$ cat src/rau_pkg.sv
package rau_pkg;

  localparam int OPERAND_WIDTH = 16;
  localparam int MAG_W = 2 * OPERAND_WIDTH + 1;
  localparam int RAW_W = MAG_W + 1;
  localparam int RES_W = 33;
  localparam int CNT_W = $clog2(MAG_W + 1);

  typedef enum logic [2:0] {
    OP_ADD = 3'd0,
    OP_SUB = 3'd1,
    OP_MUL = 3'd2,
    OP_DIV = 3'd3,
    OP_EQ  = 3'd4,
    OP_NE  = 3'd5,
    OP_GT  = 3'd6,
    OP_LT  = 3'd7
  } op_t;

endpackage

$ cat src/rau_div.sv
module rau_div
  import rau_pkg::*;
(
  input  logic             clk,
  input  logic             rst,
  input  logic             start,
  input  logic [MAG_W-1:0] dividend,
  input  logic [MAG_W-1:0] divisor,
  output logic             done,
  output logic [MAG_W-1:0] quotient
);

  logic [MAG_W-1:0] rem;
  logic [MAG_W-1:0] quo;
  logic [MAG_W-1:0] dvs;
  logic [CNT_W-1:0] cnt;
  logic             busy;
  logic [MAG_W:0]   trial;
  logic             fits;

  assign trial    = {rem, quo[MAG_W-1]};
  assign fits     = trial >= {1'b0, dvs};
  assign quotient = quo;

  always_ff @(posedge clk) begin
    if (rst) begin
      busy <= 1'b0;
      done <= 1'b0;
      cnt  <= '0;
    end else begin
      done <= 1'b0;
      if (start) begin
        busy <= 1'b1;
        cnt  <= CNT_W'(MAG_W);
        rem  <= '0;
        quo  <= dividend;
        dvs  <= divisor;
      end else if (busy) begin
        rem <= fits ? MAG_W'(trial - {1'b0, dvs}) : trial[MAG_W-1:0];
        quo <= {quo[MAG_W-2:0], fits};
        cnt <= cnt - 1'b1;
        if (cnt == CNT_W'(1)) begin
          busy <= 1'b0;
          done <= 1'b1;
        end
      end
    end
  end

endmodule

$ cat src/rational_arithmetic_unit.sv
// Rational arithmetic unit: one item at a time, one shared multiplier,
// a shift/subtract GCD step and a bit-serial divider.
// Sequence: 3 multiply steps, a check, binary GCD steps, then two divisions
// (numerator, then denominator, by the GCD) and the output load; 0/0 skips the GCD
// and divisions and is flagged invalid. in_stall is high while an item is in work.
// Reset (rst, synchronous, active high) returns to idle and drops out_valid.
module rational_arithmetic_unit
  import rau_pkg::*;
(
  input  logic                           clk,
  input  logic                           rst,
  input  logic                           in_valid,
  output logic                           in_stall,
  input  logic [2:0]                     opcode,
  input  logic signed [15:0]             a_numerator,
  input  logic signed [15:0]             a_denominator,
  input  logic signed [15:0]             b_numerator,
  input  logic signed [15:0]             b_denominator,
  output logic                           out_valid,
  input  logic                           out_stall,
  output logic signed [RES_W-1:0]        result_numerator,
  output logic signed [RES_W-1:0]        result_denominator,
  output logic                           compare_true,
  output logic                           invalid
);

  typedef enum logic [5:0] {
    S_IDLE = 6'b000001,
    S_MUL  = 6'b000010,
    S_CHK  = 6'b000100,
    S_GCD  = 6'b001000,
    S_DIVN = 6'b010000,
    S_DIVD = 6'b100000
  } state_t;

  state_t state;
  logic   pend;

  op_t                             op;
  logic signed [OPERAND_WIDTH-1:0] an, ad, bn, bd;
  logic [1:0]                      step;
  logic signed [RAW_W-1:0]         num, den;
  logic [MAG_W-1:0]                u, v, qn, qd;
  logic [CNT_W-1:0]                k;
  logic                            bad;

  logic signed [OPERAND_WIDTH-1:0]   mx, my;
  logic signed [2*OPERAND_WIDTH-1:0] prod;
  logic signed [RAW_W-1:0]           pext;
  logic [MAG_W-1:0]                  num_mag, den_mag, g_val, div_in, div_q;
  logic                              gcd_end, div_start, div_done;
  logic signed [RAW_W-1:0]           rn, rd;
  logic                              nz, dz, nneg, dneg, cmp;
  logic                              load_out;

  always_comb begin
    case (step)
      2'd0: begin
        mx = an;
        my = (op == OP_MUL) ? bn : bd;
      end
      2'd1: begin
        mx = bn;
        my = ad;
      end
      default: begin
        mx = ad;
        my = (op == OP_DIV) ? bn : bd;
      end
    endcase
  end

  assign prod    = mx * my;
  assign pext    = RAW_W'(prod);
  assign num_mag = num[RAW_W-1] ? MAG_W'(-num) : MAG_W'(num);
  assign den_mag = den[RAW_W-1] ? MAG_W'(-den) : MAG_W'(den);
  assign gcd_end = (u == '0) || (v == '0);
  assign g_val   = ((u == '0) ? v : u) << k;

  assign div_start = ((state == S_GCD) && gcd_end) || ((state == S_DIVN) && div_done);
  assign div_in    = (state == S_GCD) ? num_mag : den_mag;

  rau_div u_div (
    .clk      (clk),
    .rst      (rst),
    .start    (div_start),
    .dividend (div_in),
    .divisor  (g_val),
    .done     (div_done),
    .quotient (div_q)
  );

  assign in_stall = (state != S_IDLE) || pend;
  assign load_out = (state == S_IDLE) && pend && (!out_valid || !out_stall);

  assign rn   = num[RAW_W-1] ? -$signed({1'b0, qn}) : $signed({1'b0, qn});
  assign rd   = den[RAW_W-1] ? -$signed({1'b0, qd}) : $signed({1'b0, qd});
  assign nz   = num != '0;
  assign dz   = den != '0;
  assign nneg = num[RAW_W-1];
  assign dneg = den[RAW_W-1];

  always_comb begin
    case (op)
      OP_EQ:   cmp = !nz;
      OP_NE:   cmp = nz;
      OP_GT:   cmp = nz && dz && (nneg == dneg);
      OP_LT:   cmp = nz && dz && (nneg != dneg);
      default: cmp = 1'b0;
    endcase
  end

  always_ff @(posedge clk) begin
    if (rst) begin
      out_valid <= 1'b0;
    end else if (load_out) begin
      out_valid <= 1'b1;
    end else if (!out_stall) begin
      out_valid <= 1'b0;
    end
  end

  always_ff @(posedge clk) begin
    if (rst) begin
      state     <= S_IDLE;
      pend      <= 1'b0;
    end else begin
      case (state)
        S_IDLE: begin
          if (load_out) begin
            pend      <= 1'b0;
            if (bad) begin
              result_numerator   <= '0;
              result_denominator <= '0;
              compare_true       <= 1'b0;
              invalid            <= 1'b1;
            end else begin
              result_numerator   <= RES_W'(rn);
              result_denominator <= RES_W'(rd);
              compare_true       <= cmp;
              invalid            <= 1'b0;
            end
          end else if (in_valid && !pend) begin
            op    <= op_t'(opcode);
            an    <= a_numerator[OPERAND_WIDTH-1:0];
            ad    <= a_denominator[OPERAND_WIDTH-1:0];
            bn    <= b_numerator[OPERAND_WIDTH-1:0];
            bd    <= b_denominator[OPERAND_WIDTH-1:0];
            step  <= 2'd0;
            state <= S_MUL;
          end
        end
        S_MUL: begin
          step <= step + 2'd1;
          case (step)
            2'd0: num <= pext;
            2'd1: begin
              if (op == OP_ADD) num <= num + pext;
              else if (op != OP_MUL && op != OP_DIV) num <= num - pext;
            end
            default: begin
              den   <= pext;
              state <= S_CHK;
            end
          endcase
        end
        S_CHK: begin
          k <= '0;
          u <= num_mag;
          v <= den_mag;
          if (!nz && !dz) begin
            bad   <= 1'b1;
            pend  <= 1'b1;
            state <= S_IDLE;
          end else begin
            bad   <= 1'b0;
            state <= S_GCD;
          end
        end
        S_GCD: begin
          if (gcd_end) begin
            state <= S_DIVN;
          end else if (!u[0] && !v[0]) begin
            u <= u >> 1;
            v <= v >> 1;
            k <= k + 1'b1;
          end else if (!u[0]) begin
            u <= u >> 1;
          end else if (!v[0]) begin
            v <= v >> 1;
          end else if (u >= v) begin
            u <= u - v;
          end else begin
            v <= v - u;
          end
        end
        S_DIVN: begin
          if (div_done) begin
            qn    <= div_q;
            state <= S_DIVD;
          end
        end
        S_DIVD: begin
          if (div_done) begin
            qd    <= div_q;
            pend  <= 1'b1;
            state <= S_IDLE;
          end
        end
        default: state <= S_IDLE;
      endcase
    end
  end

endmodule
$ cat config.mk
export PLATFORM = sky130hd
export DESIGN_NAME = rational_arithmetic_unit
export DESIGN_NICKNAME = d
export VERILOG_FILES = /design/src/rau_pkg.sv /design/src/rau_div.sv /design/src/rational_arithmetic_unit.sv
export SDC_FILE = /design/constraint.sdc
export NUM_CORES = 2
export LEC_CHECK = 0
export BUFFER_PORTS_ARGS = -buffer_cell sky130_fd_sc_hd__buf_2
export CELL_PAD_IN_SITES_DETAIL_PLACEMENT = 0
export CELL_PAD_IN_SITES_GLOBAL_PLACEMENT = 2
export CORE_UTILIZATION = 37
export DETAILED_ROUTE_END_ITERATION = 8
export PLACE_DENSITY = 0.8
export SYNTH_ARGS = -nofsm -noshare
export SYNTH_HDL_FRONTEND = slang
export SYNTH_SLANG_ARGS = --single-unit
$ cat constraint.sdc
create_clock -name clk -period 9.8 [get_ports clk]
set_clock_uncertainty 0.15 [all_clocks]
set_input_delay 0.98 -clock clk [delete_from_list [all_inputs] [get_ports clk]]
set_output_delay 0.98 -clock clk [all_outputs]
set_load 0.01 [all_outputs]
==> run summary <==
Setup repair after global routing could not meet its margin everywhere. The total number of vias came out at 32.4k. The most used flip-flop cell after synthesis is sky130_fd_sc_hd__edfxtp_1. Headroom to the max-slew limit came out at 38.5%. At the worst endpoint, the arrival time is 10.00 ns.

The count of standard-cell rows is 121. The fill cell total of the finished layout came out at around 11k. The number of buffers on the longest clock path is 3. The fraction of final layout cells sized beyond drive strength 1 is approximately 17%. The via count of the first global-routing pass is 32.8k. The clock tree synthesis step divided the H-tree into 2 levels.

The total grt overflow came out at 0. The first global-routing pass estimated 195000 µm of wire. For this run, the number of Yosys warnings is 0. STA classifies the critical path endpoint as a flop.

The final count of hold timing violations was 0. The maximum clock rate came out at around 100 MHz. The number of routed nets with antenna violations came out at 0. The floorplan die width is 333 µm.

The routability-driven placement congestion ratio came out at 0.928. The number of buffers added by the clock tree synthesis step came out at 54. The number of port buffers came out at 140. The fraction of registers with async set/reset came out at 0%. The flow ran to the end, and the final reports show no timing, DRC or antenna violations. The top fanout value on the critical path came out at 8. The top-level port count is 141. Dividing the detail-routed wire length by the instance count gives 20.4 µm.

The root buffer cell chosen for the clock tree is sky130_fd_sc_hd__clkbuf_16. The gate count after technology mapping came out at around 4.3k. The total iterations of the first detailed-routing run came out at 5. The endpoint required time on the critical path came out at 10.03 ns.

The floorplan step defined a die boundary enclosing 0.111 mm². The clock tree from TritonCTS is yes. The routed via count divided by cell count is 5.32. The synthesized netlist net count came out at between 4k and 5k.

On the critical path, the stage with the largest delay is an instance of sky130_fd_sc_hd__fa_2. The clock transition at the register clock pins on the worst setup and hold paths after CTS is 0.06 ns. The chip height is 333 µm.

The slew at the pin with the worst max-slew slack is between 0.9 and 1 ns. The number of max-slew violations in the final report came out at 0. For this block, the initial DRC count from the detailed router was 2241. Counting flops per register, the top entry is num.

The worst min-delay path category is flop to flop. The effective utilization at floorplan is 37.3%. The clock latency reported for the late side of the worst-skew pair came out at 0.68 ns.

The area of the mapped netlist is 0.0406 mm². The final period demand of the worst path is 9.77 ns. The global-route usage over all layers came out at between 20% and 30%. The post-route fraction of the period consumed by the critical path came out at ~100%.

The pin count of the biggest net entering global routing came out at 70. The post-synthesis to final-layout area growth is 17.0%. The detailed-route wire length came out at about 120000 µm. The half-perimeter wire length after placement is 100000 µm. The final net count came out at 5190.

The register with the most flip-flops in the layout has 34 of them. The tool flagged a number of max-cap violations equal to 0. The initial antenna violation count is 3.

After detailed routing, the number of remaining DRC violations is 0. The number of synthesized flops with an enable pin is about 440. The largest single stage delay on the critical path is 0.61 ns. Counting distinct cell types in the post-synthesis netlist gives 112. The worst setup path is of the flop to flop kind. The final design utilization came out at 43.7%. The element type at the critical path start is a flop. The number of synthesized register bits is 457. The core area is 0.109 mm².

Setup violations remaining at the end of the flow were counted as 0. The fraction of the yosys area taken by sequential cells came out at 33.4%. The mean post-synth cell area came out at 9.46 µm².

The number of sinks on the clock net came out at 457.
## worst max-delay path, delay by kind of cell (launching register included)
kind / cells / cell delay [ns]
muxes: 2 / 0.55
DFF: 1 / 0.44
and+or+nand+nor: 5 / 0.70
xor gates and xnor gates: 1 / 0.17
AOI/OAI and AO/OA: 14 / 2.88
buffers and inverters: 9 / 0.88
adders and majority gates: 8 / 3.73
## final timing paths
path	startpoint	endpoint	slack [ns]	cells past startpoint
min	u_div.quotient[16]	qn[16]	0.32	0
max	op[2]	num[33]	0.03	39
max reg2reg	op[2]	num[33]	0.03	39
min reg2reg	u_div.quotient[16]	qn[16]	0.32	0
## metal layers
| layer | GRT usage, % | share of wire, % |
|---|---|---|
| met5 | 0 | 0.023 |
| met4 | 6.88 | 3.1 |
| met3 | 2.58 | 4.9 |
| met2 | 36.7 | 46 |
| met1 | 31.0 | 46 |
## area by class of cell
type	instances	area, µm²	share of cell area [%]
multi-input combinational	3163	25200	52.9
inverter	475	1780	3.75
clock inverter	42	503	1.06
tap	1414	1770	3.72
sequential	457	13600	28.5
timing repair buffer	477	3390	7.13
clock buffer	58	1370	2.87
antenna	1	2.50	0.00526
## logic make-up (layout without fill, tap and decap cells)
family | Yosys count | in the layout | synth area share (%)
flops | 457 | 457 | 33.4
mux | 147 | 147 | 3.77
other cells | 0 | 1 | 0
buf+inv | 674 | 1052 | 6.38
xor+xnor | 284 | 284 | 6.14
simple gates | 1240 | 1240 | 14.3
compound gates | 1001 | 1001 | 16.0
fa+ha+maj | 491 | 491 | 20.0
## placed cells by master, fill, tap and decap left out, drive strengths merged, types with 98 or more instances in the layout
cell,instances
ha,225
mux2i,98
xor2,141
o21ai,182
nand2,308
nor2,498
a21oi,306
edfxtp,441
inv,476
a21o,102
buf,477
fa,266
xnor2,143
## repair_timing
action                                  CTS  global route
hold buffers                              0             0
gates resized for setup                  45            63
pin swaps                                42            44
setup buffers                            11            10
endpoints found under the setup margin   12            13
## through the flow
step	setup TNS [ns]	cell area, µm²	instances	setup WS [ns]	hold WS, ns
5_1_grt	-2.62	47500	6086	-0.358	0.318
3_3_place_gp	-0.950	45000	5965	-0.330	0.309
4_1_cts	-0.0398	47100	6076	-0.0398	0.303
6_report	0	47500	6087	0.0264	0.321
2_1_floorplan	0	40800	4294	0.00643	0.295
3_5_place_dp	-2.26	45000	5965	-0.517	0.311
## Yosys cell counts, types with 20 or more instances
cell                       count  area [µm²]
sky130_fd_sc_hd__xor2_1      140        1230
sky130_fd_sc_hd__or4_1        28         210
sky130_fd_sc_hd__o31ai_1      47         353
sky130_fd_sc_hd__mux2_2       49         552
sky130_fd_sc_hd__nor2_1      498        1870
sky130_fd_sc_hd__nand3_1      72         360
sky130_fd_sc_hd__buf_1        24        90.1
sky130_fd_sc_hd__or3_1        35         219
sky130_fd_sc_hd__nand4_1      21         131
sky130_fd_sc_hd__o22ai_1      29         181
sky130_fd_sc_hd__nand2_1     308        1160
sky130_fd_sc_hd__a21oi_1     306        1530
sky130_fd_sc_hd__o21ai_0     179         896
sky130_fd_sc_hd__fa_1        266        5330
sky130_fd_sc_hd__ha_1        225        2820
sky130_fd_sc_hd__or2_2        22         138
sky130_fd_sc_hd__xnor2_1     143        1250
sky130_fd_sc_hd__o21a_1       34         255
sky130_fd_sc_hd__o21bai_1     29         218
sky130_fd_sc_hd__nor4_1       35         219
sky130_fd_sc_hd__mux2i_1      98         981
sky130_fd_sc_hd__a211oi_1     44         330
sky130_fd_sc_hd__edfxtp_1    441       13200
sky130_fd_sc_hd__nand2b_1     40         250
sky130_fd_sc_hd__a21o_1      101         758
sky130_fd_sc_hd__nor3_1       62         310
sky130_fd_sc_hd__a22o_1       20         175
sky130_fd_sc_hd__inv_1       470        1760
sky130_fd_sc_hd__nor2b_1      25         156
sky130_fd_sc_hd__clkbuf_1    163         612
sky130_fd_sc_hd__a31oi_1      36         225
Power is not shown: default switching activity piles up to over one toggle a cycle in this logic, so the estimate is an artifact.
